$ cat src/design/hep_pkg.sv
// ----------------------------------------------------------------------------
// hep_pkg
// Shared types and constants for the Heston Euler path step block.
// ----------------------------------------------------------------------------
`default_nettype none

package hep_pkg;

  // Fixed-point word format: signed Q16.16 in a 32-bit word.
  localparam int DATA_W = 32;
  localparam int FRAC_W = 16;

  // Square root works on x * 2^FRAC_W, with x below 2^(DATA_W-1).
  localparam int SQRT_W = (DATA_W - 1 + FRAC_W + 1) / 2;
  localparam int RAD_W  = 2 * SQRT_W;

  // Saturation limits of the word.
  localparam logic signed [DATA_W-1:0] WORD_MAX = {1'b0, {(DATA_W-1){1'b1}}};
  localparam logic signed [DATA_W-1:0] WORD_MIN = {1'b1, {(DATA_W-1){1'b0}}};

  // Configuration register indexes.
  localparam logic [3:0] REG_REVERSION = 4'd0;
  localparam logic [3:0] REG_LONG_VAR  = 4'd1;
  localparam logic [3:0] REG_VOL_VAR   = 4'd2;
  localparam logic [3:0] REG_DRIFT     = 4'd3;
  localparam logic [3:0] REG_INIT_VAR  = 4'd4;
  localparam logic [3:0] REG_INIT_PRC  = 4'd5;
  localparam logic [3:0] REG_PATH_LEN  = 4'd6;
  localparam logic [3:0] REG_MODE      = 4'd7;

  // Diffusion modes.
  localparam logic MODE_MULT = 1'b0;

  // Operations of the shared arithmetic unit.
  typedef enum logic [1:0] {
    OP_MUL,
    OP_ADD,
    OP_SUB,
    OP_ABS
  } alu_op_t;

endpackage

`default_nettype wire

$ cat src/design/heston_euler_path_step.sv
// ----------------------------------------------------------------------------
// heston_euler_path_step
// One Euler step of a Heston-type Monte Carlo path per input item, computed
// by a small sequencer around one shared saturating arithmetic unit and an
// iterative square root unit.
// ----------------------------------------------------------------------------
//
// Channel   Direction  Handshake              Payload
// s_*       in         s_tvalid / s_tready    s_tdata: dt, dWv, dWs
// m_*       out        m_tvalid / m_tready    m_tdata: v', S'; m_tlast: path done
// cfg_*     in         cfg_valid / cfg_ready  cfg_index, cfg_data
//
// Each item makes 16 passes through the shared unit and two square roots (each a
// start, 24 bit steps and a done strobe), then waits in the output state. Items
// are accepted only in idle, so a new item enters only after the last one has
// been loaded into the output register. The square root unit takes most of the time.
// Reset is synchronous and restores the configuration registers to their defaults
// and the path state to the default initial variance and price. A stalled output holds
// its result; the next item is accepted as soon as the sequencer is back in idle.
// ----------------------------------------------------------------------------
`default_nettype none

module heston_euler_path_step (
  input  logic        clk,
  input  logic        rst,
  input  logic        s_tvalid,
  output logic        s_tready,
  input  logic [87:0] s_tdata,   // time_increment[16:0], variance_noise[48:17],
                                 // price_noise[80:49], zeros[87:81]
  output logic        m_tvalid,
  input  logic        m_tready,
  output logic [63:0] m_tdata,   // variance_out[30:0], price_out[62:31], zero[63]
  output logic        m_tlast,
  input  logic        cfg_valid,
  output logic        cfg_ready,
  input  logic [3:0]  cfg_index,
  input  logic [31:0] cfg_data
);
  import hep_pkg::*;

  typedef enum logic [4:0] {
    ST_IDLE, ST_D_SUB, ST_D_A, ST_D_DT, ST_X_V, ST_SQ1_GO, ST_SQ1_WAIT,
    ST_S_NU, ST_S_WV, ST_VN_D, ST_VN_S, ST_VN_ABS, ST_X_VN, ST_SQ2_GO,
    ST_SQ2_WAIT, ST_G_WS, ST_G_P, ST_T_MU, ST_T_DT, ST_P_T, ST_P_G, ST_OUT
  } state_t;

  state_t state;

  // Configuration registers.
  logic [30:0]              rev_rate;
  logic [30:0]              long_var;
  logic [30:0]              vol_var;
  logic signed [DATA_W-1:0] drift;
  logic [30:0]              init_var;
  logic signed [DATA_W-1:0] init_price;
  logic [15:0]              path_len;
  logic                     mode;

  // Path state and working registers.
  logic signed [DATA_W-1:0] var_now;
  logic signed [DATA_W-1:0] price_now;
  logic [15:0]              step_cnt;
  logic [16:0]              dt;
  logic signed [DATA_W-1:0] wv;
  logic signed [DATA_W-1:0] ws;
  logic signed [DATA_W-1:0] d_acc;
  logic signed [DATA_W-1:0] s_acc;
  logic signed [DATA_W-1:0] vn;
  logic signed [DATA_W-1:0] g_acc;
  logic signed [DATA_W-1:0] t_acc;

  alu_op_t                  alu_op;
  logic signed [DATA_W-1:0] alu_a;
  logic signed [DATA_W-1:0] alu_b;
  logic signed [DATA_W-1:0] alu_res;

  logic                     sq_start;
  logic                     sq_busy;
  logic                     sq_done;
  logic [SQRT_W-1:0]        sq_root;
  logic signed [DATA_W-1:0] sq_word;

  logic signed [DATA_W-1:0] dt_word;
  logic                     last_step;
  logic                     out_free;

  assign dt_word   = DATA_W'({1'b0, dt});
  assign sq_word   = DATA_W'({1'b0, sq_root});
  assign last_step = ({1'b0, step_cnt} + 17'd1) >= {1'b0, path_len};
  assign out_free  = !m_tvalid || m_tready;
  assign s_tready  = (state == ST_IDLE);
  assign cfg_ready = 1'b1;
  assign sq_start  = (state == ST_SQ1_GO) || (state == ST_SQ2_GO);

  // Operand selection for the shared unit, one operation per state.
  always_comb begin
    alu_op = OP_MUL;
    alu_a  = d_acc;
    alu_b  = dt_word;
    case (state)
      ST_D_SUB:  begin alu_op = OP_SUB; alu_a = DATA_W'({1'b0, long_var}); alu_b = var_now; end
      ST_D_A:    begin alu_a = d_acc; alu_b = DATA_W'({1'b0, rev_rate}); end
      ST_D_DT:   begin alu_a = d_acc; alu_b = dt_word; end
      ST_X_V:    begin alu_a = var_now; alu_b = dt_word; end
      ST_S_NU:   begin alu_a = sq_word; alu_b = DATA_W'({1'b0, vol_var}); end
      ST_S_WV:   begin alu_a = s_acc; alu_b = wv; end
      ST_VN_D:   begin alu_op = OP_ADD; alu_a = var_now; alu_b = d_acc; end
      ST_VN_S:   begin alu_op = OP_ADD; alu_a = vn; alu_b = s_acc; end
      ST_VN_ABS: begin alu_op = OP_ABS; alu_a = vn; alu_b = vn; end
      ST_X_VN:   begin alu_a = vn; alu_b = dt_word; end
      ST_G_WS:   begin alu_a = sq_word; alu_b = ws; end
      ST_G_P:    begin alu_a = price_now; alu_b = g_acc; end
      ST_T_MU:   begin alu_a = price_now; alu_b = drift; end
      ST_T_DT:   begin alu_a = t_acc; alu_b = dt_word; end
      ST_P_T:    begin alu_op = OP_ADD; alu_a = price_now; alu_b = t_acc; end
      ST_P_G:    begin alu_op = OP_ADD; alu_a = t_acc; alu_b = g_acc; end
      default:   begin alu_op = OP_MUL; alu_a = d_acc; alu_b = dt_word; end
    endcase
  end

  hep_alu u_alu (
    .op  (alu_op),
    .opa (alu_a),
    .opb (alu_b),
    .res (alu_res)
  );

  hep_sqrt u_sqrt (
    .clk   (clk),
    .rst   (rst),
    .start (sq_start),
    .x     (d_acc),
    .busy  (sq_busy),
    .done  (sq_done),
    .root  (sq_root)
  );

  // Sequencer, configuration, path state and output register.
  always_ff @(posedge clk) begin
    if (rst) begin
      state      <= ST_IDLE;
      m_tvalid   <= 1'b0;
      rev_rate   <= 31'd65536;
      long_var   <= 31'd2621;
      vol_var    <= 31'd19661;
      drift      <= 32'sd3277;
      init_var   <= 31'd2621;
      init_price <= 32'sd6553600;
      path_len   <= 16'd256;
      mode       <= MODE_MULT;
      var_now    <= 32'sd2621;
      price_now  <= 32'sd6553600;
      step_cnt   <= '0;
    end else begin
      // The output state loads a new item itself whenever the old one leaves.
      if (m_tvalid && m_tready && state != ST_OUT) begin
        m_tvalid <= 1'b0;
      end
      if (cfg_valid && cfg_ready) begin
        case (cfg_index)
          REG_REVERSION: rev_rate   <= cfg_data[30:0];
          REG_LONG_VAR:  long_var   <= cfg_data[30:0];
          REG_VOL_VAR:   vol_var    <= cfg_data[30:0];
          REG_DRIFT:     drift      <= cfg_data;
          REG_INIT_VAR:  init_var   <= cfg_data[30:0];
          REG_INIT_PRC:  init_price <= cfg_data;
          REG_PATH_LEN:  path_len   <= cfg_data[15:0];
          REG_MODE:      mode       <= cfg_data[0];
          default:       ;
        endcase
      end
      case (state)
        ST_IDLE: begin
          if (s_tvalid) begin
            dt    <= s_tdata[16:0];
            wv    <= s_tdata[48:17];
            ws    <= s_tdata[80:49];
            state <= ST_D_SUB;
          end
        end
        ST_D_SUB:  begin d_acc <= alu_res; state <= ST_D_A; end
        ST_D_A:    begin d_acc <= alu_res; state <= ST_D_DT; end
        ST_D_DT:   begin s_acc <= alu_res; state <= ST_X_V; end
        // The radicand goes through d_acc; the finished d term moves from s_acc to vn.
        ST_X_V:    begin d_acc <= alu_res; vn <= s_acc; state <= ST_SQ1_GO; end
        ST_SQ1_GO: state <= ST_SQ1_WAIT;
        ST_SQ1_WAIT: begin
          if (sq_done) begin
            state <= ST_S_NU;
          end
        end
        ST_S_NU:   begin s_acc <= alu_res; state <= ST_S_WV; end
        ST_S_WV:   begin s_acc <= alu_res; d_acc <= vn; state <= ST_VN_D; end
        ST_VN_D:   begin vn <= alu_res; state <= ST_VN_S; end
        ST_VN_S:   begin vn <= alu_res; state <= ST_VN_ABS; end
        ST_VN_ABS: begin vn <= alu_res; state <= ST_X_VN; end
        ST_X_VN:   begin d_acc <= alu_res; state <= ST_SQ2_GO; end
        ST_SQ2_GO: state <= ST_SQ2_WAIT;
        ST_SQ2_WAIT: begin
          if (sq_done) begin
            state <= ST_G_WS;
          end
        end
        ST_G_WS:   begin g_acc <= alu_res; state <= ST_G_P; end
        ST_G_P: begin
          if (mode == MODE_MULT) begin
            g_acc <= alu_res;
          end
          state <= ST_T_MU;
        end
        ST_T_MU:   begin t_acc <= alu_res; state <= ST_T_DT; end
        ST_T_DT:   begin t_acc <= alu_res; state <= ST_P_T; end
        ST_P_T:    begin t_acc <= alu_res; state <= ST_P_G; end
        ST_P_G:    begin t_acc <= alu_res; state <= ST_OUT; end
        ST_OUT: begin
          if (out_free) begin
            m_tvalid <= 1'b1;
            m_tdata  <= {1'b0, t_acc, vn[30:0]};
            m_tlast  <= last_step;
            if (last_step) begin
              var_now   <= DATA_W'({1'b0, init_var});
              price_now <= init_price;
              step_cnt  <= '0;
            end else begin
              var_now   <= vn;
              price_now <= t_acc;
              step_cnt  <= step_cnt + 16'd1;
            end
            state <= ST_IDLE;
          end
        end
        default: state <= ST_IDLE;
      endcase
    end
  end

  // The variance state is never negative.
  a_var_nonneg: assert property (@(posedge clk) disable iff (rst)
    !var_now[DATA_W-1]) else $error("variance state went negative");

  // The square root unit is idle whenever a new item may enter.
  a_sqrt_idle: assert property (@(posedge clk) disable iff (rst)
    s_tready |-> !sq_busy) else $error("square root busy while idle");

  // A finished path restarts its step count.
  a_path_restart: assert property (@(posedge clk) disable iff (rst)
    (state == ST_OUT && out_free && last_step) |=> (step_cnt == 16'd0))
    else $error("step count not cleared at path end");

  // A square root completes only while the sequencer waits for it.
  a_sqrt_wait: assert property (@(posedge clk) disable iff (rst)
    sq_done |-> (state == ST_SQ1_WAIT || state == ST_SQ2_WAIT))
    else $error("square root finished outside a wait state");

endmodule

`default_nettype wire

$ cat src/design/hep_alu.sv
// ----------------------------------------------------------------------------
// hep_alu
// Shared saturating fixed-point unit: floor multiply, add, subtract, abs.
// ----------------------------------------------------------------------------
`default_nettype none

module hep_alu (
  input  hep_pkg::alu_op_t                     op,
  input  logic signed [hep_pkg::DATA_W-1:0]    opa,
  input  logic signed [hep_pkg::DATA_W-1:0]    opb,
  output logic signed [hep_pkg::DATA_W-1:0]    res
);
  import hep_pkg::*;

  logic signed [2*DATA_W-1:0]        prod;
  logic signed [2*DATA_W-FRAC_W-1:0] prod_sh;
  logic signed [DATA_W-1:0]          neg_b;
  logic signed [DATA_W-1:0]          add_b;
  logic signed [DATA_W:0]            sum;
  logic signed [DATA_W-1:0]          mul_sat;
  logic signed [DATA_W-1:0]          sum_sat;

  // Product shifted right arithmetically, which floors toward minus infinity.
  assign prod    = opa * opb;
  assign prod_sh = prod[2*DATA_W-1:FRAC_W];

  always_comb begin
    if (prod_sh > $signed({{(DATA_W-FRAC_W){1'b0}}, WORD_MAX})) begin
      mul_sat = WORD_MAX;
    end else if (prod_sh < $signed({{(DATA_W-FRAC_W){1'b1}}, WORD_MIN})) begin
      mul_sat = WORD_MIN;
    end else begin
      mul_sat = prod_sh[DATA_W-1:0];
    end
  end

  // Saturating negation of the second operand for subtract.
  assign neg_b = (opb == WORD_MIN) ? WORD_MAX : -opb;
  assign add_b = (op == OP_SUB) ? neg_b : opb;
  assign sum   = {opa[DATA_W-1], opa} + {add_b[DATA_W-1], add_b};

  always_comb begin
    if (sum[DATA_W] != sum[DATA_W-1]) begin
      sum_sat = sum[DATA_W] ? WORD_MIN : WORD_MAX;
    end else begin
      sum_sat = sum[DATA_W-1:0];
    end
  end

  // Result selection.
  always_comb begin
    case (op)
      OP_MUL:  res = mul_sat;
      OP_ADD:  res = sum_sat;
      OP_SUB:  res = sum_sat;
      OP_ABS:  res = !opa[DATA_W-1] ? opa : ((opa == WORD_MIN) ? WORD_MAX : -opa);
      default: res = mul_sat;
    endcase
  end

endmodule

`default_nettype wire

$ cat src/design/hep_sqrt.sv
// ----------------------------------------------------------------------------
// hep_sqrt
// Iterative floored square root of x * 2^FRAC_W, one result bit per cycle.
// ----------------------------------------------------------------------------
`default_nettype none

module hep_sqrt (
  input  logic                               clk,
  input  logic                               rst,
  input  logic                               start,
  input  logic signed [hep_pkg::DATA_W-1:0]  x,
  output logic                               busy,
  output logic                               done,
  output logic [hep_pkg::SQRT_W-1:0]         root
);
  import hep_pkg::*;

  localparam int CNT_W = $clog2(SQRT_W);
  localparam logic [CNT_W-1:0] LAST_STEP = CNT_W'(SQRT_W - 1);

  logic [RAD_W-1:0]   rad;
  logic [SQRT_W+1:0]  rem;
  logic [CNT_W-1:0]   cnt;
  logic [SQRT_W+3:0]  rem_sh;
  logic [SQRT_W+3:0]  trial;
  logic [SQRT_W+3:0]  rem_diff;
  logic               take;
  logic [SQRT_W+1:0]  rem_next;
  logic [SQRT_W-1:0]  root_next;

  // One restoring step: bring down two radicand bits and try the next bit.
  assign rem_sh    = {rem, rad[RAD_W-1 -: 2]};
  assign trial     = {2'b00, root, 2'b01};
  assign take      = (rem_sh >= trial);
  assign rem_diff  = rem_sh - trial;
  assign rem_next  = take ? rem_diff[SQRT_W+1:0] : rem_sh[SQRT_W+1:0];
  assign root_next = {root[SQRT_W-2:0], take};

  // Sequencing of the bit steps.
  always_ff @(posedge clk) begin
    if (rst) begin
      busy <= 1'b0;
      done <= 1'b0;
      cnt  <= '0;
    end else begin
      done <= 1'b0;
      if (start) begin
        busy <= 1'b1;
        cnt  <= '0;
      end else if (busy) begin
        cnt <= cnt + 1'b1;
        if (cnt == LAST_STEP) begin
          busy <= 1'b0;
          done <= 1'b1;
        end
      end
    end
  end

  // Datapath; a radicand that is not positive yields zero.
  always_ff @(posedge clk) begin
    if (start) begin
      rem  <= '0;
      root <= '0;
      if (x > 0) begin
        rad <= RAD_W'({x[DATA_W-2:0], {FRAC_W{1'b0}}});
      end else begin
        rad <= '0;
      end
    end else if (busy) begin
      rem  <= rem_next;
      root <= root_next;
      rad  <= {rad[RAD_W-3:0], 2'b00};
    end
  end

endmodule

`default_nettype wire

$ cat config.mk
export PLATFORM = sky130hd
export DESIGN_NAME = heston_euler_path_step
export DESIGN_NICKNAME = d
export VERILOG_FILES = /design/src/design/hep_pkg.sv /design/src/design/heston_euler_path_step.sv /design/src/design/hep_alu.sv /design/src/design/hep_sqrt.sv
export SDC_FILE = /design/constraint.sdc
export NUM_CORES = 2
export LEC_CHECK = 0
export ABC_AREA = 1
export BUFFER_PORTS_ARGS = -buffer_cell sky130_fd_sc_hd__buf_4
export CAP_MARGIN = 20
export CORE_AREA = 8 8 510 512
export CTS_BUF_LIST = sky130_fd_sc_hd__clkbuf_8
export DETAILED_ROUTE_END_ITERATION = 8
export DIE_AREA = 0 0 518 520
export HOLD_SLACK_MARGIN = 0.05
export REMOVE_ABC_BUFFERS = 1
export SLEW_MARGIN = 20
export SYNTH_ARGS = -nofsm -noshare
export SYNTH_HDL_FRONTEND = slang
export SYNTH_HIERARCHICAL = 1
export SYNTH_SLANG_ARGS = --single-unit
$ cat constraint.sdc
create_clock -name clk -period 26.2 [get_ports clk]
set_input_delay 1.31 -clock clk [delete_from_list [all_inputs] [get_ports clk]]
set_output_delay 1.31 -clock clk [all_outputs]
set_load 0.02 [all_outputs]
* Word level (Yosys, flattened, before mapping)
Index checks and enable logic that the tools add are counted.
** Word-level totals
- Word-level logic and storage cells :: 163
- Register bits after elaboration :: 701
** Cells by class
- $mul :: 1
- $lt $le $gt $ge :: 5
- Equality and inequality tests :: 41
- Reductions and logical operators :: 43
- Mux-type cells :: 35
- Add/subtract/negate cells :: 7
- Bitwise gates (word level) :: 2
** Operators by type and width (number)
- two-way mux 32 bit :: 11
- case mux 32 bit (11 select lines) :: 1
- case mux 32 bit (7 select lines) :: 1
- case mux 32 bit (2 select lines) :: 3
- case mux 5 bit (22 select lines) :: 1
- two-way mux 48 bit :: 2
- case mux 32 bit (3 select lines) :: 1
- == test 32 bit (second input constant) :: 2
- multiplier 32 x 32 -> 64 bit :: 1
- negator 32 bit :: 2
- > comparator 48 x 32 -> 1 bit (second input constant) :: 1
- < comparator 48 x 32 -> 1 bit (second input constant) :: 1
- two-way mux 47 bit :: 1
- == test 5 x 4 -> 1 bit (second input constant) :: 8
- == test 5 bit (second input constant) :: 7
- adder 32 x 32 -> 33 bit :: 1
- > comparator 32 x 1 -> 1 bit (second input constant) :: 1
- >= comparator 28 x 26 -> 1 bit :: 1
- two-way mux 26 bit :: 1
- AND reduction 2 bit :: 13
- subtractor 26 bit :: 1
- == test 5 x 3 -> 1 bit (second input constant) :: 4
- two-way mux 5 bit :: 4
- adder 16 x 1 -> 17 bit (second input constant) :: 1
- 30 further kinds :: 64

* Depth between registers and ports, before layout
- Depth after elaboration :: 12
- Mapped depth :: 53
- Gate-level depth less buffers :: 49

* By module
Netlist, hierarchy kept.
** By module, submodules not included
- hep_alu :: area an instance 43516.7 um2, instances 1, cells each 5880
- heston_euler_path_step :: area an instance 25982.4 um2, instances 1, cells each 2970
- hep_sqrt :: area an instance 5686.7 um2, instances 1, cells each 837

* Worst setup path before layout
Ideal clock, no wire load.
- Path type :: reg2reg
- Start :: register state[3]
- End :: register d_acc[12], data pin
- Cell stages (with the launch flop) :: 45
- Clock period less this slack :: 10.083 ns
- Library setup time :: 0.260 ns
- Data arrival time :: 9.823 ns
- Data required time :: 25.940 ns
- Setup slack :: 16.117 ns
- Path buffers :: 5
- Cells stage by stage :: dfxtp_1 -> nor2_2 -> nand2_1 -> o21ai_2 -> nor3_1 -> nand2_1 -> nor2_2 -> buf_2 -> nand2_1 -> nand3_1 -> clkbuf_1 -> clkbuf_1 -> buf_1 -> nand2_1 -> inv_1 -> fa_1 -> fa_1 -> fa_1 -> (+9 left out) -> ha_1 -> nand2_2 -> nor2_1 -> inv_2 -> nor2_2 -> inv_2 -> nor4_2 -> nand2_1 -> nand2_1 -> nand2_1 -> nand2_1 -> nand2_1 -> nor2_1 -> nand3_1 -> a21oi_4 -> buf_6 -> a21oi_2 -> mux2_2
** RTL lines
- start, declared :: RTL line heston_euler_path_step.sv:47 : state_t state;
- start signal, assigned :: RTL line heston_euler_path_step.sv:141 : state <= ST_IDLE;
- start signal, assigned :: RTL line heston_euler_path_step.sv:178 : state <= ST_D_SUB;
- start signal, assigned :: RTL line heston_euler_path_step.sv:181 : ST_D_SUB: begin d_acc <= alu_res; state <= ST_D_A; end
- == test 5 bit (tied with other cells) :: RTL line heston_euler_path_step.sv:100 : case (state)
- OR reduction 3 bit (no source line) / OR reduction 2 bit (equally long branches)
- case mux 32 bit (7 select lines) * :: RTL line heston_euler_path_step.sv:100
- via alu_a[31] :: RTL line heston_euler_path_step.sv:73 : logic signed [DATA_W-1:0] alu_a;
- multiplier 32 x 32 -> 64 bit :: RTL line hep_alu.sv:24 : assign prod = opa * opb;
- < comparator 48 x 32 -> 1 bit :: RTL line hep_alu.sv:30 : end else if (prod_sh < $signed({{(DATA_W-FRAC_W){1'b1}}, WORD_MIN})) begin
- two-way mux 32 bit :: RTL line hep_alu.sv:30
- two-way mux 32 bit :: RTL line hep_alu.sv:28 : if (prod_sh > $signed({{(DATA_W-FRAC_W){1'b0}}, WORD_MAX})) begin
- case mux 32 bit (3 select lines) * :: RTL line hep_alu.sv:52 : case (op)
- via alu_res[12] :: RTL line heston_euler_path_step.sv:75 : logic signed [DATA_W-1:0] alu_res;
- case mux 32 bit (2 select lines) * :: RTL line heston_euler_path_step.sv:172 : case (state)
- end signal, assigned :: RTL line heston_euler_path_step.sv:181
- end signal, assigned :: RTL line heston_euler_path_step.sv:182 : ST_D_A: begin d_acc <= alu_res; state <= ST_D_DT; end
- end signal, assigned :: RTL line heston_euler_path_step.sv:185 : ST_X_V: begin d_acc <= alu_res; vn <= s_acc; state <= ST_SQ1_GO; end
- end, declared :: RTL line heston_euler_path_step.sv:66 : logic signed [DATA_W-1:0] d_acc;
Mark *: on every way through the listed nets, which the timed path passes. The rest lies on a longest branch.
A chain may end at the register's enable or synchronous reset.

* Worst setup path in the final report
- Start :: register state[2]
- End :: register d_acc[16], data pin
The elaborated chain is that of the path after synthesis.

==> results.rst <==
.. list-table::
   :header-rows: 1

   * - Metric
     - Value
   * - Dominant cells by area after synthesis
     - fa_1 29%, edfxtp_1 13%, nand2_1 12%
   * - Count of placed standard cells in the final layout, fillers left out
     - 13100
   * - Beginning of the critical path
     - state[2]
   * - F_max
     - 0.0758 GHz
   * - Crit start category
     - flip-flop
   * - Final setup violation count
     - 0
   * - Relative slew slack
     - 25.2%
   * - Yosys reg bits
     - 685
   * - Yosys cell types
     - 73
   * - I/O pin cnt
     - 197
   * - Dominant combinational cell family by area after synthesis
     - adder cells
   * - Final critical-path setup slack
     - 13.01 ns
   * - Compound-Gate Fraction of Synth Area
     - 8.23%
   * - Vias per Instance
     - 4.89
   * - Aggregate global-route resource usage
     - 19.6%
   * - Total die area
     - 269000 um2
   * - Final period demand of the worst path
     - 13.19 ns
   * - Final RePlAce weighted congestion
     - 0.973
   * - Synthesized-area fraction occupied by xor and xnor cells
     - 1.50%
   * - Slew of the pin with the lowest slew margin
     - 1.11 ns
   * - Number of detailed-route iterations in the first pass
     - 6
   * - CTS H-Tree Depth
     - 3
   * - Synth top area share
     - 28.8%
   * - Number of standard cells after synthesis
     - 9687
   * - Largest net degree at the start of global routing
     - 105
   * - GRT overflow
     - 0
   * - Multiplexer fraction of the synthesized cell area
     - 0.0599%
   * - Outcome
     - complete, no violations
   * - Starting DRT DRC Count
     - 6439
   * - Number of cell instances on the worst register-to-register path
     - 46
   * - Number of antenna violations at the first check in global routing
     - 6
   * - Worst endpoint data arrival time
     - 13.62 ns
   * - Max-slew violations
     - 0
   * - Capturing element type of the critical path
     - flip-flop
   * - Endpoint, Worst Hold
     - drift[22]
   * - Clock Latency Late Sink
     - 0.76 ns
   * - Startpoint of the lowest-slack register-to-register path
     - state[2]
   * - Fraction of the mapped netlist area in simple logic gates
     - 20.4%
   * - Die extent in y
     - 520 um
   * - Worst hold-check path type
     - reg2reg
   * - Global-route wire length before repair
     - 409000 um
   * - FP Rows
     - 185
   * - Cell repeated most along the worst path
     - nand2_1
   * - CTS buffer count
     - 110
   * - Placed wire-length estimate
     - 198000 um
   * - Number of setup buffers added after CTS
     - 0
   * - Clock edge transition at the registers on the reported setup and hold paths
     - 0.06 ns
   * - Cell depth of the worst hold path
     - 2
   * - Family with the most delay on the worst path
     - adder cells
   * - Post-CTS Hold Buffers
     - 0
   * - Growth of design area from synthesis to finish
     - 9.35%
   * - Worst R2R End
     - d_acc[16]
   * - Routed len/inst
     - 20.6 um
   * - Buffers & Inverters on Critical Path
     - 11
   * - Share of flip-flops with an asynchronous set or reset
     - 0%
   * - Post-route fraction of the period consumed by the critical path
     - 50.3%
   * - Area leader, netlist
     - fa_1
   * - Mean Syn Cell Area
     - 7.76 um2
   * - Share of cells above drive strength 1
     - 6.91%
   * - Number of warnings printed during yosys synthesis
     - 6
   * - Root buffer selected by CTS
     - clkbuf_8
   * - Startpoint of the tightest hold check path
     - drift[22]
   * - Largest incremental delay on the critical path
     - 0.59 ns
   * - Post-detailed-routing wire length
     - 270000 um
   * - Kind of critical path
     - reg2reg
   * - Fin Setup TNS
     - 0 ns
   * - Main flop type after synthesis
     - dfxtp_1
   * - Placeable core region
     - 252000 um2
   * - Req. time, crit path
     - 26.63 ns
   * - Number of synthesized flops with an enable pin
     - 337
   * - R2r setup slk
     - 13.01 ns
   * - Clock sink count
     - 685
   * - Cell area after synthesis
     - 75200 um2
   * - Proportion of synthesized chip area in sequential cells
     - 22.7%
   * - Worst-case hold slack
     - 0.448 ns
   * - Largest fanout on the critical path
     - 31
   * - Residual DRC count
     - 0
   * - Initial Util
     - 29.8%
   * - Antenna Violating Nets Remaining
     - 0
   * - Die Wd
     - 518 um
   * - Clock tree from TritonCTS
     - yes
   * - Vias in the first global route
     - 65000
   * - Placed cell count
     - 12900
   * - Number of instances resized during post-cts repair
     - 0
   * - Adder-cell share of the synthesized area
     - 33.2%
   * - Final worst clock skew
     - 0.0640 ns
   * - Number of port buffers
     - 187
   * - RSZ-0062 raised after global routing
     - no
   * - Worst-case clock buffer depth
     - 3
   * - Max-cap viol count
     - 0
   * - Number of hold violations in the final report
     - 0
   * - Slowest stage cell on the critical path
     - nand2_1
   * - Final net count
     - 11100
   * - Overall via count from detail_route
     - 64100
   * - Worst setup slack after placement
     - 13.41 ns
[layer usage]
| metal | global-route usage (%) | vias up | wire (um) |
|---|---|---|---|
| li1 | - | 29100 | - |
| met1 | 25.7 | 31200 | 109000 |
| met2 | 31.5 | 3070 | 121000 |
| met3 | 3.63 | 676 | 25700 |
| met4 | 8.90 | 4 | 14600 |
| met5 | 0 | - | 21 |
[worst register-to-register path, delay by kind of cell (launching register included)]
family	cells	cell delay, ns
buffers and inverters	11	2.76
AOI/OAI and AO/OA	3	0.62
and+or+nand+nor	23	4.49
adders and majority gates	9	4.61
DFF	1	0.42
[stage by stage]
| step | utilization [%] | cell area, um2 |
|---|---|---|
| floorplan | - | 73100 |
| global placement | 31.7 | 79900 |
| detailed placement | 31.7 | 79900 |
| CTS | 32.6 | 82200 |
| global route | 32.6 | 82200 |
| finish | 32.6 | 82200 |
[area by class of cell]
cell class,count,area (um2)
clock inverter,77,457
inverter,2225,8360
antenna,3,7.51
fill,27000,170000
tap,3366,4210
sequential,685,17100
timing repair buffer,323,2460
multi-input combinational,6285,47800
clock buffer,132,1820
[cells in the mapped netlist, types with 15 or more instances]
cell type	instances
nand2_1	2437
inv_1	2199
fa_1	1082
nor2_1	657
o21ai_0	417
a21oi_1	353
dfxtp_1	348
edfxtp_1	337
nand3_1	333
clkbuf_1	326
ha_1	261
nand4_1	103
buf_2	72
xor2_1	70
nor3_1	66
buf_1	61
o22ai_1	61
xnor2_1	57
a221oi_1	42
a22oi_1	39
a21oi_2	35
nand2_2	32
o211ai_1	23
inv_2	21
buf_4	20
o21bai_1	20
nor2_2	19
nor4_1	19
a31oi_1	15
[flip-flops by register name, summed over array words and instances (netlist names), 5 cells and up]
name and count:
d_acc 32, drift 32, dt 17, g_acc 32
init_price 32, init_var 31, long_var 31, m_tdata 63
path_len 16, price_now 32, rev_rate 31, s_acc 32
state 5, step_cnt 16, t_acc 32, u_sqrt/cnt 5
u_sqrt/rad 32, u_sqrt/rem 26, u_sqrt/root 24, var_now 32
vn 32, vol_var 31, ws 32, wv 32
[cells in the final DEF (no fill, tap or decap), types with 7 or more instances in the layout]
cell type  synthesis  final
a31oi_1           15     15
nor2_4             8     19
nor2_1           657    645
clkinv_2           0     11
inv_2             21     24
nor3_1            66     66
edfxtp_1         337    337
nand2_2           32     36
clkinv_1           5     15
o21ai_0          417    417
xor2_1            70     70
nand2_1         2437   2433
o21ai_1            7      7
clkbuf_8           1    132
nor4_1            19     19
a22oi_1           39     39
nor2_2            19     20
a21oi_2           35     35
nor3_2             8      8
nand3_2            5     17
a21o_1             8      8
a221oi_1          42     42
inv_1           2199   2241
fa_1            1082   1082
ha_1             261    261
o22ai_1           61     61
o21bai_1          20     20
o2111ai_1         14     14
nand4_1          103    103
and3_1             8      8
a21oi_1          353    352
dfxtp_1          348    348
nand3b_1          12     12
buf_4             20    320
o211ai_1          23     23
xnor2_1           57     57
nand3_1          333    321
[cells by family (layout without fill, tap and decap cells)]
logic type                 after synthesis  after routing
and+or+nand+nor                       3733           3733
buffers and inverters                 2717           2757
adders and majority gates             1343           1343
AOI/OAI and AO/OA                     1075           1075
DFF                                    685            685
xor gates and xnor gates               128            128
muxes                                    4              4
other                                    2              5
[worst max-delay path by stage]
stage	endpoint	slack, ns	cells past startpoint
global placement	d_acc[14]	13.48	43
CTS	d_acc[14]	13.33	45
detailed placement	d_acc[14]	13.41	45
finish	d_acc[16]	13.01	46
floorplan	d_acc[0]	13.46	40
global route	vn[0]	12.56	42
Power is left out: the tool's default activity adds up to more than one toggle a clock period on the data nets, which glitch-free logic cannot reach.
